### src/hdl/evts_pkg.sv
// Shared types and constants for the tractive system sequencer.
package evts_pkg;

   localparam int TIME_W = 16;
   localparam int VOLT_W = 13;
   localparam int FILL_W = 10;
   localparam int SEV_W  = 2;
   localparam int RHS_W  = FILL_W + VOLT_W;
   localparam int CSR_INDEX_W = 3;
   localparam int CSR_DATA_W  = 16;

   localparam logic [VOLT_W-1:0] PACK_GUARD_DV = 13'd100;

   typedef enum logic [2:0] {
      MODE_INIT      = 3'd0,
      MODE_LV_READY  = 3'd1,
      MODE_PRECHARGE = 3'd2,
      MODE_TS_ACTIVE = 3'd3,
      MODE_RTD_WAIT  = 3'd4,
      MODE_DRIVE     = 3'd5,
      MODE_FAULT     = 3'd6,
      MODE_SHUTDOWN  = 3'd7
   } mode_type;

   typedef enum logic [CSR_INDEX_W-1:0] {
      REG_RISE_CHECK_DELAY  = 3'd0,
      REG_MIN_RISE          = 3'd1,
      REG_TARGET_FILL       = 3'd2,
      REG_PRECHARGE_TIMEOUT = 3'd3,
      REG_BUZZER_HOLD       = 3'd4
   } reg_index_type;

   typedef struct packed {
      logic [TIME_W-1:0] rise_check_delay_ms;
      logic [VOLT_W-1:0] min_rise_decivolts;
      logic [FILL_W-1:0] target_fill_permille;
      logic [TIME_W-1:0] pc_timeout_ms;
      logic [TIME_W-1:0] buzzer_hold_ms;
   } cfg_type;

   typedef struct packed {
      logic [TIME_W-1:0] tick_ms;
      logic              bms_alive;
      logic              inverter_alive;
      logic [VOLT_W-1:0] link_now;
      logic              hv_request;
      logic              shutdown_loop_ok;
      logic              ready_button;
      logic              brake_pressed;
      logic [SEV_W-1:0]  fault_severity;
   } beat_type;

   typedef struct packed {
      mode_type          mode;
      logic              just_entered;
      logic [TIME_W-1:0] mode_time_ms;
      logic [VOLT_W-1:0] start_link_voltage;
      logic              rise_checked;
      logic [TIME_W-1:0] hold_time_ms;
   } state_type;

   typedef struct packed {
      logic [2:0] mode_code;
      logic       air_negative;
      logic       air_positive;
      logic       precharge_drive;
      logic       buzzer_on;
      logic       shutdown_out;
      logic       drive_enable;
      logic       no_rise_report;
      logic       timeout_report;
   } result_type;

endpackage

### src/hdl/evts_step.sv
// One control tick of the sequencer: next state and decoded result.
module evts_step #(
   parameter int SHUTDOWN_HOLD_MS = 500
) (
   input  evts_pkg::state_type  state_cur,
   input  evts_pkg::beat_type   beat,
   input  evts_pkg::cfg_type    cfg,
   input  logic                 fill_met,
   output evts_pkg::state_type  state_next,
   output evts_pkg::result_type result
);

   logic no_rise;
   logic timeout;

   always_comb begin
      logic [evts_pkg::TIME_W:0]   mt_sum;
      logic [evts_pkg::TIME_W:0]   hold_sum;
      logic [evts_pkg::VOLT_W:0]   rise_limit;
      logic                        go;
      evts_pkg::mode_type          go_mode;
      logic                        rc_cur;
      logic [evts_pkg::VOLT_W-1:0] start_cur;

      state_next = state_cur;
      state_next.just_entered = 1'b0;
      no_rise = 1'b0;
      timeout = 1'b0;
      go = 1'b0;
      go_mode = state_cur.mode;

      mt_sum = {1'b0, state_cur.mode_time_ms} + {1'b0, beat.tick_ms};
      state_next.mode_time_ms = mt_sum[evts_pkg::TIME_W] ? '1 :
                                mt_sum[evts_pkg::TIME_W-1:0];
      hold_sum = {1'b0, state_cur.hold_time_ms} + {1'b0, beat.tick_ms};

      rc_cur = state_cur.rise_checked;
      start_cur = state_cur.start_link_voltage;
      rise_limit = '0;

      if (beat.fault_severity[1] && state_cur.mode != evts_pkg::MODE_FAULT &&
          state_cur.mode != evts_pkg::MODE_SHUTDOWN) begin
         go = 1'b1;
         go_mode = evts_pkg::MODE_FAULT;
      end else begin
         case (state_cur.mode)
            evts_pkg::MODE_INIT: begin
               if (beat.bms_alive && beat.inverter_alive) begin
                  go = 1'b1;
                  go_mode = evts_pkg::MODE_LV_READY;
               end
            end
            evts_pkg::MODE_LV_READY: begin
               if (beat.hv_request && beat.shutdown_loop_ok &&
                   beat.fault_severity == '0) begin
                  go = 1'b1;
                  go_mode = evts_pkg::MODE_PRECHARGE;
               end
            end
            evts_pkg::MODE_PRECHARGE: begin
               if (state_cur.just_entered) begin
                  start_cur = beat.link_now;
                  rc_cur = 1'b0;
               end
               state_next.start_link_voltage = start_cur;
               state_next.rise_checked = rc_cur;
               rise_limit = {1'b0, start_cur} + {1'b0, cfg.min_rise_decivolts};
               if (!rc_cur && state_next.mode_time_ms >= cfg.rise_check_delay_ms) begin
                  state_next.rise_checked = 1'b1;
                  no_rise = {1'b0, beat.link_now} < rise_limit;
               end
               if (fill_met) begin
                  go = 1'b1;
                  go_mode = evts_pkg::MODE_TS_ACTIVE;
               end else if (state_next.mode_time_ms >= cfg.pc_timeout_ms) begin
                  timeout = 1'b1;
               end
               if (!beat.hv_request) begin
                  go = 1'b1;
                  go_mode = evts_pkg::MODE_LV_READY;
               end
            end
            evts_pkg::MODE_TS_ACTIVE: begin
               go = 1'b1;
               go_mode = beat.hv_request ? evts_pkg::MODE_RTD_WAIT :
                                           evts_pkg::MODE_SHUTDOWN;
            end
            evts_pkg::MODE_RTD_WAIT: begin
               if (!beat.hv_request) begin
                  go = 1'b1;
                  go_mode = evts_pkg::MODE_SHUTDOWN;
               end else if (beat.brake_pressed && beat.ready_button) begin
                  state_next.hold_time_ms = hold_sum[evts_pkg::TIME_W] ? '1 :
                                            hold_sum[evts_pkg::TIME_W-1:0];
                  if (state_next.hold_time_ms >= cfg.buzzer_hold_ms) begin
                     go = 1'b1;
                     go_mode = evts_pkg::MODE_DRIVE;
                  end
               end else begin
                  state_next.hold_time_ms = '0;
               end
            end
            evts_pkg::MODE_DRIVE: begin
               if (!beat.hv_request) begin
                  go = 1'b1;
                  go_mode = evts_pkg::MODE_SHUTDOWN;
               end
            end
            evts_pkg::MODE_FAULT: begin
               if (!beat.fault_severity[1] && !beat.hv_request) begin
                  go = 1'b1;
                  go_mode = evts_pkg::MODE_LV_READY;
               end
            end
            default: begin
               if (state_next.mode_time_ms > evts_pkg::TIME_W'(SHUTDOWN_HOLD_MS)) begin
                  go = 1'b1;
                  go_mode = evts_pkg::MODE_LV_READY;
               end
            end
         endcase
      end

      if (go && go_mode != state_cur.mode) begin
         state_next.mode = go_mode;
         state_next.just_entered = 1'b1;
         state_next.mode_time_ms = '0;
         state_next.hold_time_ms = '0;
      end
   end

   always_comb begin
      result.mode_code = state_next.mode;
      result.air_negative = state_next.mode == evts_pkg::MODE_PRECHARGE ||
                            state_next.mode == evts_pkg::MODE_TS_ACTIVE ||
                            state_next.mode == evts_pkg::MODE_RTD_WAIT ||
                            state_next.mode == evts_pkg::MODE_DRIVE;
      result.air_positive = state_next.mode == evts_pkg::MODE_TS_ACTIVE ||
                            state_next.mode == evts_pkg::MODE_RTD_WAIT ||
                            state_next.mode == evts_pkg::MODE_DRIVE;
      result.precharge_drive = state_next.mode == evts_pkg::MODE_PRECHARGE;
      result.buzzer_on = state_next.mode == evts_pkg::MODE_RTD_WAIT &&
                         state_next.hold_time_ms != '0;
      result.shutdown_out = state_next.mode == evts_pkg::MODE_FAULT;
      result.drive_enable = state_next.mode == evts_pkg::MODE_DRIVE;
      result.no_rise_report = no_rise;
      result.timeout_report = timeout;
   end

endmodule

### src/hdl/ev_tractive_system_sequencer.sv
// Top level of the tractive system sequencer: beat pipeline, registers and state.
//
//   Channel  Direction  Handshake           Carries
//   req_     in         req_valid/req_stall one control tick
//   rsp_     out        rsp_valid/rsp_stall new mode and drive outputs
//   csr_     in         csr_valid/csr_ready register index and write data
//
// One beat can be accepted in every cycle while req_stall is low.
// The first stage registers the tick and the two fill products; the second compares
// them and updates the sequence state into the result register.
// Reset is synchronous; it loads the register defaults and the initial state and
// clears both valid flags.
// A stalled result holds the pipeline, and req_stall rises only while both stages are full.
module ev_tractive_system_sequencer #(
   parameter int FULL_SCALE_PERMILLE = 1000,
   parameter int SHUTDOWN_HOLD_MS    = 500
) (
   input  logic                               clock,
   input  logic                               reset,
   input  logic                               req_valid,
   output logic                               req_stall,
   input  logic [evts_pkg::TIME_W-1:0]        req_tick_ms,
   input  logic                               req_bms_alive,
   input  logic                               req_inverter_alive,
   input  logic [evts_pkg::VOLT_W-1:0]        req_pack_decivolts,
   input  logic [evts_pkg::VOLT_W-1:0]        req_link_decivolts,
   input  logic                               req_hv_request,
   input  logic                               req_shutdown_loop_ok,
   input  logic                               req_ready_button,
   input  logic                               req_brake_pressed,
   input  logic [evts_pkg::SEV_W-1:0]         req_fault_severity,
   output logic                               rsp_valid,
   input  logic                               rsp_stall,
   output logic [2:0]                         rsp_mode_code,
   output logic                               rsp_air_negative,
   output logic                               rsp_air_positive,
   output logic                               rsp_precharge_drive,
   output logic                               rsp_buzzer_on,
   output logic                               rsp_shutdown_out,
   output logic                               rsp_drive_enable,
   output logic                               rsp_no_rise_report,
   output logic                               rsp_timeout_report,
   input  logic                               csr_valid,
   output logic                               csr_ready,
   input  logic [evts_pkg::CSR_INDEX_W-1:0]   csr_index,
   input  logic [evts_pkg::CSR_DATA_W-1:0]    csr_data
);

   localparam int LHS_W = evts_pkg::VOLT_W + $clog2(FULL_SCALE_PERMILLE + 1);
   localparam int MUL_W = (LHS_W > evts_pkg::RHS_W) ? LHS_W : evts_pkg::RHS_W;

   evts_pkg::cfg_type    cfg_ff;
   evts_pkg::beat_type   beat_ff;
   evts_pkg::beat_type   beat_in;
   evts_pkg::state_type  state_ff;
   evts_pkg::state_type  state_in;
   evts_pkg::result_type result_ff;
   evts_pkg::result_type result_in;
   logic [MUL_W-1:0]     lhs_ff;
   logic [MUL_W-1:0]     lhs_in;
   logic [MUL_W-1:0]     rhs_ff;
   logic [MUL_W-1:0]     rhs_in;
   logic                 s1_valid_ff;
   logic                 rsp_valid_ff;
   logic                 s1_adv;
   logic                 req_accept;
   logic                 fill_met;

   assign csr_ready  = 1'b1;
   assign s1_adv     = s1_valid_ff && (!rsp_valid_ff || !rsp_stall);
   assign req_stall  = s1_valid_ff && !s1_adv;
   assign req_accept = req_valid && !req_stall;

   always_ff @(posedge clock) begin
      if (reset) begin
         cfg_ff.rise_check_delay_ms  <= 16'd500;
         cfg_ff.min_rise_decivolts   <= 13'd100;
         cfg_ff.target_fill_permille <= 10'd950;
         cfg_ff.pc_timeout_ms        <= 16'd5000;
         cfg_ff.buzzer_hold_ms       <= 16'd1000;
      end else if (csr_valid && csr_ready) begin
         case (csr_index)
            evts_pkg::REG_RISE_CHECK_DELAY:  cfg_ff.rise_check_delay_ms <= csr_data;
            evts_pkg::REG_MIN_RISE:
               cfg_ff.min_rise_decivolts <= csr_data[evts_pkg::VOLT_W-1:0];
            evts_pkg::REG_TARGET_FILL:
               cfg_ff.target_fill_permille <= csr_data[evts_pkg::FILL_W-1:0];
            evts_pkg::REG_PRECHARGE_TIMEOUT: cfg_ff.pc_timeout_ms <= csr_data;
            evts_pkg::REG_BUZZER_HOLD:       cfg_ff.buzzer_hold_ms <= csr_data;
            default: ;
         endcase
      end
   end

   always_comb begin
      beat_in.tick_ms          = req_tick_ms;
      beat_in.bms_alive        = req_bms_alive;
      beat_in.inverter_alive   = req_inverter_alive;
      beat_in.link_now         = req_inverter_alive ? req_link_decivolts : '0;
      beat_in.hv_request       = req_hv_request;
      beat_in.shutdown_loop_ok = req_shutdown_loop_ok;
      beat_in.ready_button     = req_ready_button;
      beat_in.brake_pressed    = req_brake_pressed;
      beat_in.fault_severity   = req_fault_severity;
      if (req_inverter_alive && req_bms_alive &&
          req_pack_decivolts >= evts_pkg::PACK_GUARD_DV) begin
         lhs_in = MUL_W'(req_link_decivolts) * MUL_W'(FULL_SCALE_PERMILLE);
         rhs_in = MUL_W'(cfg_ff.target_fill_permille) * MUL_W'(req_pack_decivolts);
      end else begin
         lhs_in = '0;
         rhs_in = MUL_W'(cfg_ff.target_fill_permille);
      end
   end

   always_ff @(posedge clock) begin
      if (reset) begin
         s1_valid_ff <= 1'b0;
      end else if (req_accept) begin
         s1_valid_ff <= 1'b1;
      end else if (s1_adv) begin
         s1_valid_ff <= 1'b0;
      end
   end

   always_ff @(posedge clock) begin
      if (req_accept) begin
         beat_ff <= beat_in;
         lhs_ff  <= lhs_in;
         rhs_ff  <= rhs_in;
      end
   end

   assign fill_met = lhs_ff >= rhs_ff;

   evts_step #(
      .SHUTDOWN_HOLD_MS(SHUTDOWN_HOLD_MS)
   ) u_step (
      .state_cur (state_ff),
      .beat      (beat_ff),
      .cfg       (cfg_ff),
      .fill_met  (fill_met),
      .state_next(state_in),
      .result    (result_in)
   );

   always_ff @(posedge clock) begin
      if (reset) begin
         state_ff.mode               <= evts_pkg::MODE_INIT;
         state_ff.just_entered       <= 1'b1;
         state_ff.mode_time_ms       <= '0;
         state_ff.start_link_voltage <= '0;
         state_ff.rise_checked       <= 1'b0;
         state_ff.hold_time_ms       <= '0;
      end else if (s1_adv) begin
         state_ff <= state_in;
      end
   end

   always_ff @(posedge clock) begin
      if (reset) begin
         rsp_valid_ff <= 1'b0;
      end else if (s1_adv) begin
         rsp_valid_ff <= 1'b1;
      end else if (!rsp_stall) begin
         rsp_valid_ff <= 1'b0;
      end
   end

   always_ff @(posedge clock) begin
      if (s1_adv) begin
         result_ff <= result_in;
      end
   end

   assign rsp_valid           = rsp_valid_ff;
   assign rsp_mode_code       = result_ff.mode_code;
   assign rsp_air_negative    = result_ff.air_negative;
   assign rsp_air_positive    = result_ff.air_positive;
   assign rsp_precharge_drive = result_ff.precharge_drive;
   assign rsp_buzzer_on       = result_ff.buzzer_on;
   assign rsp_shutdown_out    = result_ff.shutdown_out;
   assign rsp_drive_enable    = result_ff.drive_enable;
   assign rsp_no_rise_report  = result_ff.no_rise_report;
   assign rsp_timeout_report  = result_ff.timeout_report;

   a_s1_held: assert property (@(posedge clock) disable iff (reset)
      s1_valid_ff && !s1_adv |=> s1_valid_ff)
      else $error("A held first-stage beat was dropped.");

   a_state_frozen: assert property (@(posedge clock) disable iff (reset)
      !s1_adv |=> $stable(state_ff))
      else $error("Sequence state changed without a beat.");

   a_entry_flag: assert property (@(posedge clock) disable iff (reset)
      s1_adv && state_in.mode != state_ff.mode |=> state_ff.just_entered)
      else $error("A mode change did not mark the new mode as just entered.");

   a_timeout_mode: assert property (@(posedge clock) disable iff (reset)
      rsp_valid && rsp_timeout_report |->
         (rsp_mode_code == evts_pkg::MODE_PRECHARGE ||
          rsp_mode_code == evts_pkg::MODE_LV_READY))
      else $error("A timeout was reported outside precharge.");

endmodule

### config.mk
export PLATFORM = sky130hd
export DESIGN_NAME = ev_tractive_system_sequencer
export DESIGN_NICKNAME = d
export VERILOG_FILES = /design/src/hdl/evts_pkg.sv /design/src/hdl/evts_step.sv /design/src/hdl/ev_tractive_system_sequencer.sv
export SDC_FILE = /design/constraint.sdc
export NUM_CORES = 1
export LEC_CHECK = 0
export ABC_AREA = 1
export BUFFER_PORTS_ARGS = -buffer_cell sky130_fd_sc_hd__buf_4
export CAP_MARGIN = 15
export CELL_PAD_IN_SITES_DETAIL_PLACEMENT = 0
export CELL_PAD_IN_SITES_GLOBAL_PLACEMENT = 2
export CORE_AREA = 2 2 224 226
export CTS_BUF_LIST = sky130_fd_sc_hd__clkbuf_4 sky130_fd_sc_hd__clkbuf_8
export DETAILED_ROUTE_END_ITERATION = 12
export DIE_AREA = 0 0 226 228
export PLACE_DENSITY = 0.79
export SLEW_MARGIN = 20
export SYNTH_ARGS = -nofsm -noshare
export SYNTH_HDL_FRONTEND = slang
export SYNTH_SLANG_ARGS = --single-unit
### constraint.sdc
create_clock -name clock -period 8.24 [get_ports clock]
set_input_delay 2.472 -clock clock [delete_from_list [all_inputs] [get_ports clock]]
set_output_delay 2.472 -clock clock [all_outputs]
set_load 0.1 [all_outputs]
==> run summary, run 1 <==
Min cycle time layout - 7000 ps
Cells after Synth - 2406
Relative slew slack - 0.298
Total Power - 5.01 mW
Pleak - 10.7 nW
Top achievable clock speed - 143 MHz
Worst Setup Start Kind - input port
Vias per std cell - 4.93
Pwr dens - 238 nW/um2
Syn Std Cell Area - 18900 um2
Max-slew violations - 0
Part of the power in registers - 0.256
Critical Path, Cell by Cell - buf_4 > nand2_1 > fa_1 > fa_1 > inv_1 > fa_1 > fa_1 > fa_1 > ha_1 > a21oi_1 > o21ai_0 > a21oi_1 > inv_1 > a21oi_1 > o21ai_0 > a31oi_1 > o21ai_0 > o21ai_0 > a21oi_1
DRT Wirelength - 51.9 mm
Io pins - 88
Logic pwr share - 0.515
Largest family of logic cells by synthesized area - adder cells
Mapped Nets - 2841
Setup Fix Bufs, Post-CTS - 0
HP Class - reg2reg
Critical path class - in2reg
IR drop worst, VDD - 0.000161 V
Status - finished, final reports clean
Synth top area share - 0.152
Placed cells - 3101
Syn Area/Cell - 7.86 um2
Pint - 2.87 mW
P_sw - 2.15 mW
Global route overflow - 0
PostCTS Resize Cnt - 0
Inserted Clock Buffers - 42
P&R area growth vs syn - 11.3%
Root buf cell - clkbuf_8
Compound-Gate Fraction of Synth Area - 0.128
Fin Setup TNS - 0 ps
All-Layer GR Usage - 0.208
Routed wire per std cell - 16.3 um
Xor-xnor portion of the synthesized cell area - 0.0120
Pin count of the biggest net entering global routing - 82
Register area share after synthesis - 0.275
First drt pass iteration count - 5
Row cnt - 82
MaxCap Viol Count - 0
Most used cell, CP - fa_1
CTS Hold Bufs - 0
Final Hold Viols - 0
Share of layout cells above drive strength 1 - 0.0923
Largest cells by area after synthesis - ha_1, edfxtp_1, fa_1, dfxtp_1, nand2_1
Chip Height - 228 um
Die ar. - 51500 um2
Gpl congestion - 0.851
#FFs+latches synth - 214
Clk network pwr share - 0.229
Fillers - 5111
Yosys cell types - 53
DR DRC count - 0
Diode count - 0
Mux cell area share after synthesis - 0
Critical path arrival - 7330 ps
Initial antenna violation count - 0
RSZ-0062 raised after global routing - no
Worst skew pair latency - 590 ps
Port Buffers - 86
Multi-input logic area - 11800 um2
Worst endpoint required time - 8570 ps
Remaining antenna violation count - 0
Synth warn - 0
Vias in the first global route - 15.9k
Synth Area in Adders - 0.291
Min Hold Slack - 462 ps
Crit path max fanout - 11
Die extent in x - 226 um
First-pass GRT wire length - 84.9 mm
Post-DP HPWL - 40.3 mm
Critical path endpoint category - flip-flop
Slowest cell on the critical path - fa_1
Fin Clk Skew - 41.0 ps
Layout net count - 2908
Sw Ratio - 0.428
Final period util - 0.850
Starting Density - 0.383
Worst-path clk slew - 60 ps
TritonCTS clock tree - built
Drt first-iter violations - 854
Deepest clock path buffer count - 3
Crit path largest cell delay - 550 ps
Yosys top cell by area - ha_1
Finished Layout Cells - 3176
Post-synthesis simple-gate area fraction - 0.194
Sink Count - 214
Worst-Margin Slew - 1050 ps
Core area - 49300 um2
Final setup violation count - 0
Total area of sequential cells - 5190 um2
H-Tree Depth - 2
Util after Layout - 0.426
Via count - 15.7k
routing by layer:
metal	track usage	share of wire	up-vias
met3	0.0267	0.035	54
li1	-	-	7945
met1	0.267	0.45	7398
met2	0.371	0.50	254
met4	0.0466	0.017	0
met5	0	0	-
Yosys cell counts, drive strengths merged:
cell	instances
xor2	14
nand4	19
a221oi	1
a22o	1
nand3	114
nor4b	1
o21ai	144
inv	411
nor2	132
clkinv	3
o21bai	4
and2	2
o311ai	2
buf	11
o31ai	3
clkbuf	62
conb	1
dfxtp	123
nand2	586
a21oi	213
xnor2	12
a21o	3
o22ai	1
nor4	4
a31oi	15
o2111ai	1
o211ai	23
nor3	21
ha	230
o32ai	1
or2	2
fa	131
a21boi	1
o21a	16
edfxtp	91
nand3b	2
o221ai	2
a211oi	3
cells in the final DEF, fill, tap and decap left out, types with 3 or more instances in the layout:
cell type,count
nand3_2,16
clkbuf_4,13
nand3_1,98
o31ai_1,3
a211oi_1,3
nor3_1,20
a21o_1,3
inv_1,394
nor2_1,130
clkinv_1,4
clkbuf_8,55
inv_2,14
o211ai_1,23
edfxtp_1,91
fa_1,131
o21bai_1,4
a31oi_1,15
clkinv_2,5
xor2_1,14
nand4_1,19
o21a_1,16
xnor2_1,12
dfxtp_1,123
ha_1,230
o21ai_0,138
buf_4,96
a21oi_2,15
nand2_2,6
nor4_1,4
nand2_1,579
o21ai_1,5
a21oi_1,198
final cells by class:
cell class	instances	area share
Sequential cell	214	0.247
Inverter	414	0.0742
Timing Repair Buffer	96	0.0343
Tap cell	672	0.0400
Multi-Input combinational cell	1705	0.562
Clock buffer	68	0.0406
Clock inverter	7	0.00190
worst max-delay path: cells and delay by family:
kind,cells,cell delay (ps)
adders and majority gates,6,2990
AOI/OAI and AO/OA,9,1450
buffers and inverters,3,320
and+or+nand+nor,1,90
registers in the layout, summed over array words and instances (netlist names):
signal and count:
rhs_ff 23, rsp_precharge_drive 1, rsp_buzzer_on 1, rsp_mode_code 3
s1_valid_ff 1, beat_ff 37, rsp_no_rise_report 1, rsp_air_positive 1
lhs_ff 20, rsp_shutdown_out 1, cfg_ff 71, rsp_valid 1
rsp_drive_enable 1, state_ff 50, rsp_air_negative 1, rsp_timeout_report 1
worst paths after layout:
path / slack (ps) / cells past startpoint / end / startpoint
setup / recovery: 1240 / 19 / rhs_ff[22] / req_pack_decivolts[2]
hold / removal: 460 / 2 / cfg_ff[70] / cfg_ff[70]
setup reg to reg: 2440 / 18 / rhs_ff[22] / cfg_ff[39]
hold reg to reg: 460 / 2 / cfg_ff[70] / cfg_ff[70]
kinds of logic after synthesis:
| kind of cell | Yosys count |
|---|---|
| other | 1 |
| XOR/XNOR | 26 |
| adder cells (fa/ha/maj) | 361 |
| flip-flops | 214 |
| buffers and inverters | 487 |
| AO/OA/AOI/OAI | 434 |
| AND/OR/NAND/NOR | 883 |
power by group through the flow:
stage          Combinational, mW  Clock (mW)  Sequential, mW
2_1_floorplan               1.97           0            1.30
3_3_place_gp                2.60           0            1.30
3_5_place_dp                2.61           0            1.30
4_1_cts                     2.64        1.19            1.28
5_1_grt                     3.04        1.23            1.29
6_report                    2.58        1.15            1.28
metrics by stage:
step | worst slack [ps] | area (um2)
after floorplan | 996 | 18900
after global routing | 862 | 21000
after detailed placement | 601 | 20100
after global placement | 617 | 20100
after CTS | 1240 | 21000
final | 1240 | 21000
No activity file was read; power rests on OpenSTA's default activity.
==> inputs of run 2 (changes only) <==
==> constraint.sdc (replaced) <==
create_clock -name clock -period 8.24 [get_ports clock]
set_input_delay 1.648 -clock clock [delete_from_list [all_inputs] [get_ports clock]]
set_output_delay 1.648 -clock clock [all_outputs]
set_load 0.1 [all_outputs]
==> run summary, run 2 (synthesized netlist as in run 1, its figures left out) <==
Core area - 49300 um2 (unchanged)
Initial antenna violation count - 1 (+1)
Pleak - 10.7 nW (-0.12%)
CTS Hold Bufs - 0 (unchanged)
Drt first-iter violations - 807 (-5.5%)
Critical path endpoint category - flip-flop
Critical path class - in2reg
Vias in the first global route - 16.0k (+0.36%)
Share of layout cells above drive strength 1 - 0.0918 (-0.000436)
Final setup violation count - 0 (unchanged)
Final Hold Viols - 0 (unchanged)
DR DRC count - 0 (unchanged)
Diode count - 0 (unchanged)
Inserted Clock Buffers - 42 (unchanged)
Remaining antenna violation count - 0 (unchanged)
MaxCap Viol Count - 0 (unchanged)
Via count - 15.6k (-0.34%)
Worst-Margin Slew - 1060 ps (+7.77 ps)
Pin count of the biggest net entering global routing - 82 (unchanged)
All-Layer GR Usage - 0.210 (+0.00143)
First-pass GRT wire length - 85.4 mm (+0.50%)
Fillers - 5100 (-0.22%)
Routed wire per std cell - 16.4 um (+0.25%)
Status - finished, final reports clean
Worst Setup Start Kind - input port
Most frequent cells in the layout - nand2_1, inv_1, ha_1
Final period util - 0.752 (-0.0985)
Worst-path clk slew - 60 ps (about the same)
H-Tree Depth - 2 (unchanged)
Chip Height - 228 um (unchanged)
DRT Wirelength - 52.1 mm (+0.28%)
Most flop-heavy register - cfg_ff
IR drop worst, VDD - 0.000166 V (+3.6%)
Port Buffers - 86 (unchanged)
Crit path max fanout - 11 (unchanged)
Root buf cell - clkbuf_8
Deepest clock path buffer count - 3 (unchanged)
Sink Count - 214 (unchanged)
PostCTS Resize Cnt - 0 (unchanged)
Largest register FFs - 71 (unchanged)
HP Class - reg2reg
Commonest non-fill, non-tap cell in the layout - nand2_1
Worst skew pair latency - 600 ps (about the same)
Io pins - 88 (unchanged)
Relative slew slack - 0.293 (-0.00521)
Pwr dens - 237 nW/um2 (-0.48%)
Max-slew violations - 0 (unchanged)
Post-DP HPWL - 40.3 mm (about the same)
Worst endpoint required time - 8570 ps (about the same)
Starting Density - 0.383 (unchanged)
P&R area growth vs syn - 11.1%
Finished Layout Cells - 3177 (+0.031%)
Fin Clk Skew - 32.1 ps (-8.82 ps)
TritonCTS clock tree - built
Placed cells - 3101 (unchanged)
Die extent in x - 226 um (unchanged)
Fin Setup TNS - 0 ps (unchanged)
Critical path arrival - 6520 ps (-810 ps)
Vias per std cell - 4.91 (-0.37%)
First drt pass iteration count - 7 (+2)
Global route overflow - 0 (unchanged)
Util after Layout - 0.426 (-0.000812)
Gpl congestion - 0.852 (+0.12%)
Top achievable clock speed - 161 MHz (+13%)
Row cnt - 82 (unchanged)
RSZ-0062 raised after global routing - no
Setup Fix Bufs, Post-CTS - 0 (unchanged)
Layout net count - 2908 (unchanged)
Min cycle time layout - 6190 ps (-812 ps)
Die ar. - 51500 um2 (unchanged)
Largest regs - cfg_ff: 71 flops, state_ff: 50 flops, beat_ff: 37 flops
## run 2: cell types whose count changed in the layout (fill, tap and decap cells not counted), sizes merged
cell / change
bufinv: +1
clkbuf: -3
clkinv: +5
clkinvlp: -1
inv: -1
## run 2: stage by stage
stage	setup WS [ps]	power [mW]	hold WS (ps)	area, um2
3_3_place_gp	1450	3.90	448	20100
4_1_cts	2090	5.08	464	21000
2_1_floorplan	1820	3.27	435	18900
5_1_grt	1690	5.55	494	21000
6_report	2050	4.98	463	21000
3_5_place_dp	1450	3.91	455	20100
## run 2: critical path: stages
cell     delay (ps)
buf_4           170
nand2_1          90
fa_1            510
fa_1            550
inv_1            60
fa_1            520
fa_1            540
fa_1            500
ha_1            370
a21oi_1         150
o21ai_0          80
a21oi_1         170
inv_1           100
a21oi_1         250
o21ai_0         210
a31oi_1         260
o21ai_0         130
o21ai_0         160
a21oi_1          60
## run 2: per-layer routing
layer  up-vias  share of wire  wire length, um  global-route usage
met5         -        0.00025               13                   0
li1       7947              -                -                   -
met4         2          0.019              969              0.0476
met1      7339           0.44            23000               0.266
met2       245           0.50            26200               0.372
met3        65          0.037             1900              0.0322
## run 2: worst paths after layout
kind                            slack [ps]  cells after the start    endpoint                  start
worst max-delay path                  2050                     19  rhs_ff[22]  req_pack_decivolts[2]
worst min-delay path                   460                      2  cfg_ff[64]             cfg_ff[64]
worst min register to register         460                      2  cfg_ff[64]             cfg_ff[64]
worst max register to register        2410                     18  rhs_ff[22]             cfg_ff[39]
## run 2: final cells by class
type / count / area [um2] / share of cell area
clock buffers: 65 / 776 / 0.0369
repair buffers: 96 / 721 / 0.0343
clock inverters: 11 / 78.8 / 0.00375
inverters: 414 / 1560 / 0.0744
flip-flops and latches: 214 / 5190 / 0.247
multi-input cells: 1705 / 11800 / 0.563
well taps: 672 / 841 / 0.0400
## run 2: power by group
group | total (mW) | leakage, nW | switching (mW) | internal, mW
combinational | 2.58 | 8.33 | 1.59 | 0.981
sequential | 1.28 | 1.91 | 0.0536 | 1.23
clock | 1.12 | 0.461 | 0.491 | 0.629
==> inputs of run 3 (changes only) <==
--- a/config.mk
+++ b/config.mk
@@ -10,11 +10,11 @@
 export CAP_MARGIN = 15
 export CELL_PAD_IN_SITES_DETAIL_PLACEMENT = 0
 export CELL_PAD_IN_SITES_GLOBAL_PLACEMENT = 2
-export CORE_AREA = 2 2 224 226
+export CORE_AREA = 2 2 236 238
 export CTS_BUF_LIST = sky130_fd_sc_hd__clkbuf_4 sky130_fd_sc_hd__clkbuf_8
 export DETAILED_ROUTE_END_ITERATION = 12
-export DIE_AREA = 0 0 226 228
-export PLACE_DENSITY = 0.79
+export DIE_AREA = 0 0 238 240
+export PLACE_DENSITY = 0.75
 export SLEW_MARGIN = 20
 export SYNTH_ARGS = -nofsm -noshare
 export SYNTH_HDL_FRONTEND = slang
==> constraint.sdc (replaced) <==
create_clock -name clock -period 5.55 [get_ports clock]
set_input_delay 1.11 -clock clock [delete_from_list [all_inputs] [get_ports clock]]
set_output_delay 1.11 -clock clock [all_outputs]
set_load 0.1 [all_outputs]
==> run summary, run 3 (synthesized netlist as in run 1, its figures left out) <==
Status - finished, final reports clean
First drt pass iteration count - 5 (-2)
Min cycle time layout - 5260 ps
Critical path arrival - 5600 ps (-920 ps)
Global route overflow - 0 (unchanged)
Vias in the first global route - 16.1k (+1.0%)
Total Power - 8.19 mW (+65%)
Post-DP HPWL - 42.2 mm (+4.8%)
Place WS - -321 ps (-1780 ps)
All-Layer GR Usage - 0.193 (-0.0163)
MaxCap Viol Count - 0 (unchanged)
Design area - 21700 um2 (+3.3%)
Pint - 4.86 mW (+71%)
Die ar. - 57100 um2 (+11%)
P&R area growth vs syn - 14.8%
Sink Count - 214 (unchanged)
P_sw - 3.34 mW (+56%)
Relative slew slack - 0.366 (+0.0733)
First-pass GRT wire length - 87.1 mm (+2.0%)
Layout net count - 2971 (+2.2%)
Worst-Margin Slew - 946 ps (-109 ps)
Gpl congestion - 0.838 (-1.7%)
Worst endpoint required time - 5890 ps (-2680 ps)
Deepest clock path buffer count - 3 (unchanged)
Fin Clk Skew - 27.8 ps (-4.30 ps)
Port Buffers - 86 (unchanged)
DR DRC count - 0 (unchanged)
DRT Wirelength - 53.6 mm (+3.0%)
H-Tree Depth - 2 (unchanged)
Chip Height - 240 um (+5.3%)
R2R Setup Slk - 390 ps (-2020 ps)
Worst-path clk slew - 50 ps (about the same)
Via count - 15.9k (+1.8%)
Final setup violation count - 0 (unchanged)
Remaining antenna violation count - 0 (unchanged)
Clk network pwr share - 0.235 (+0.010)
Util after Layout - 0.397 (-0.0287)
Drt first-iter violations - 676 (-16%)
Io pins - 88 (unchanged)
Critical path endpoint category - flip-flop
Placed cells - 3195 (+3.0%)
RSZ-0062 raised after global routing - no
TritonCTS clock tree - built
Starting Density - 0.346 (-0.0372)
Most frequent cells in the layout - nand2_1, inv_1, ha_1
Top achievable clock speed - 190 MHz
Largest regs - cfg_ff: 71 flops, state_ff: 50 flops, beat_ff: 37 flops
Pleak - 11.1 nW (+3.3%)
Setup Fix Bufs, Post-CTS - 0 (unchanged)
Worst skew pair latency - 600 ps (about the same)
Max-slew violations - 0 (unchanged)
Final WS setup - 290 ps (-1760 ps)
Min Hold Slack - 463 ps (+0.104 ps)
IR drop worst, VDD - 0.000321 V (+93%)
Finished Layout Cells - 3271 (+3.0%)
Crit path max fanout - 7 (-4)
Commonest non-fill, non-tap cell in the layout - nand2_1
Diode count - 0 (unchanged)
Sw Ratio - 0.407 (-0.0224)
HP Class - reg2reg
Largest register FFs - 71 (unchanged)
Placed cell areas - 20700 um2 (+2.7%)
Final period util - 0.948
Critical path class - in2reg
Routed wire per std cell - 16.4 um (about the same)
Pwr dens - 378 nW/um2 (+59%)
Share of layout cells above drive strength 1 - 0.118 (+0.0258)
Die extent in x - 238 um (+5.3%)
Inserted Clock Buffers - 43 (+2.4%)
Pin count of the biggest net entering global routing - 64 (-22%)
Part of the power in registers - 0.232 (-0.026)
Vias per std cell - 4.86 (-1.1%)
Logic pwr share - 0.534 (+0.017)
Core area - 54700 um2 (+11%)
Initial antenna violation count - 1 (unchanged)
Worst Setup Start Kind - input port
Most flop-heavy register - cfg_ff
Final Hold Viols - 0 (unchanged)
Fin Setup TNS - 0 ps (unchanged)
Root buf cell - clkbuf_8
Row cnt - 86 (+4.9%)
## run 3: changes by cell type in the layout (fill, tap and decap cells not counted), moves of 3 or more
cell,change
o21ai_1,+3
clkbuf_4,-7
o21ai_0,-3
buf_4,+62
clkbuf_8,+7
bufinv_16,+4
clkinv_1,-3
## run 3: final timing paths
path,startpoint,endpoint,depth (start not counted)
max,req_pack_decivolts[2],rhs_ff[22],19
min reg2reg,cfg_ff[70],cfg_ff[70],2
max reg2reg,cfg_ff[35],rhs_ff[20],17
min,cfg_ff[70],cfg_ff[70],2
## run 3: critical path: stages
cell     delay (ps)
buf_4           140
nand2_1          90
fa_1            520
fa_1            550
inv_1            50
fa_1            480
fa_1            570
fa_1            450
ha_4            240
a21oi_1         130
o21ai_0          90
a21oi_1         220
inv_1           110
a21oi_2         190
o21ai_1         120
a31oi_2         220
o21ai_1         100
o21ai_1         130
a21oi_1          50
## run 3: repair_timing
action,4_1_cts,5_1_grt
endpoints found under the setup margin,0,3
hold buffers,0,0
resized for setup,0,3
## run 3: metal layers
metal / part of all wire / track usage
met4: 0.024 / 0.0519
met1: 0.45 / 0.241
met2: 0.50 / 0.348
met5: 0.00017 / 0
met3: 0.031 / 0.0282
## run 3: power groups by stage
stage	clock [mW]	sequential (mW)	combinational, mW
after floorplan	0	1.93	2.99
after global placement	0	1.93	4.37
after detailed placement	0	1.93	4.40
after CTS	1.98	1.90	4.45
after global routing	2.05	1.91	5.08
final	1.92	1.90	4.37
## run 3: final cells by class
cell class,instances,area [um2]
clock buffer,65,820
clock inverter,11,183
fill,5656,33000
inverter,414,1560
multi-input combinational,1705,11900
sequential,214,5200
tap,704,881
timing repair buffer,158,1190
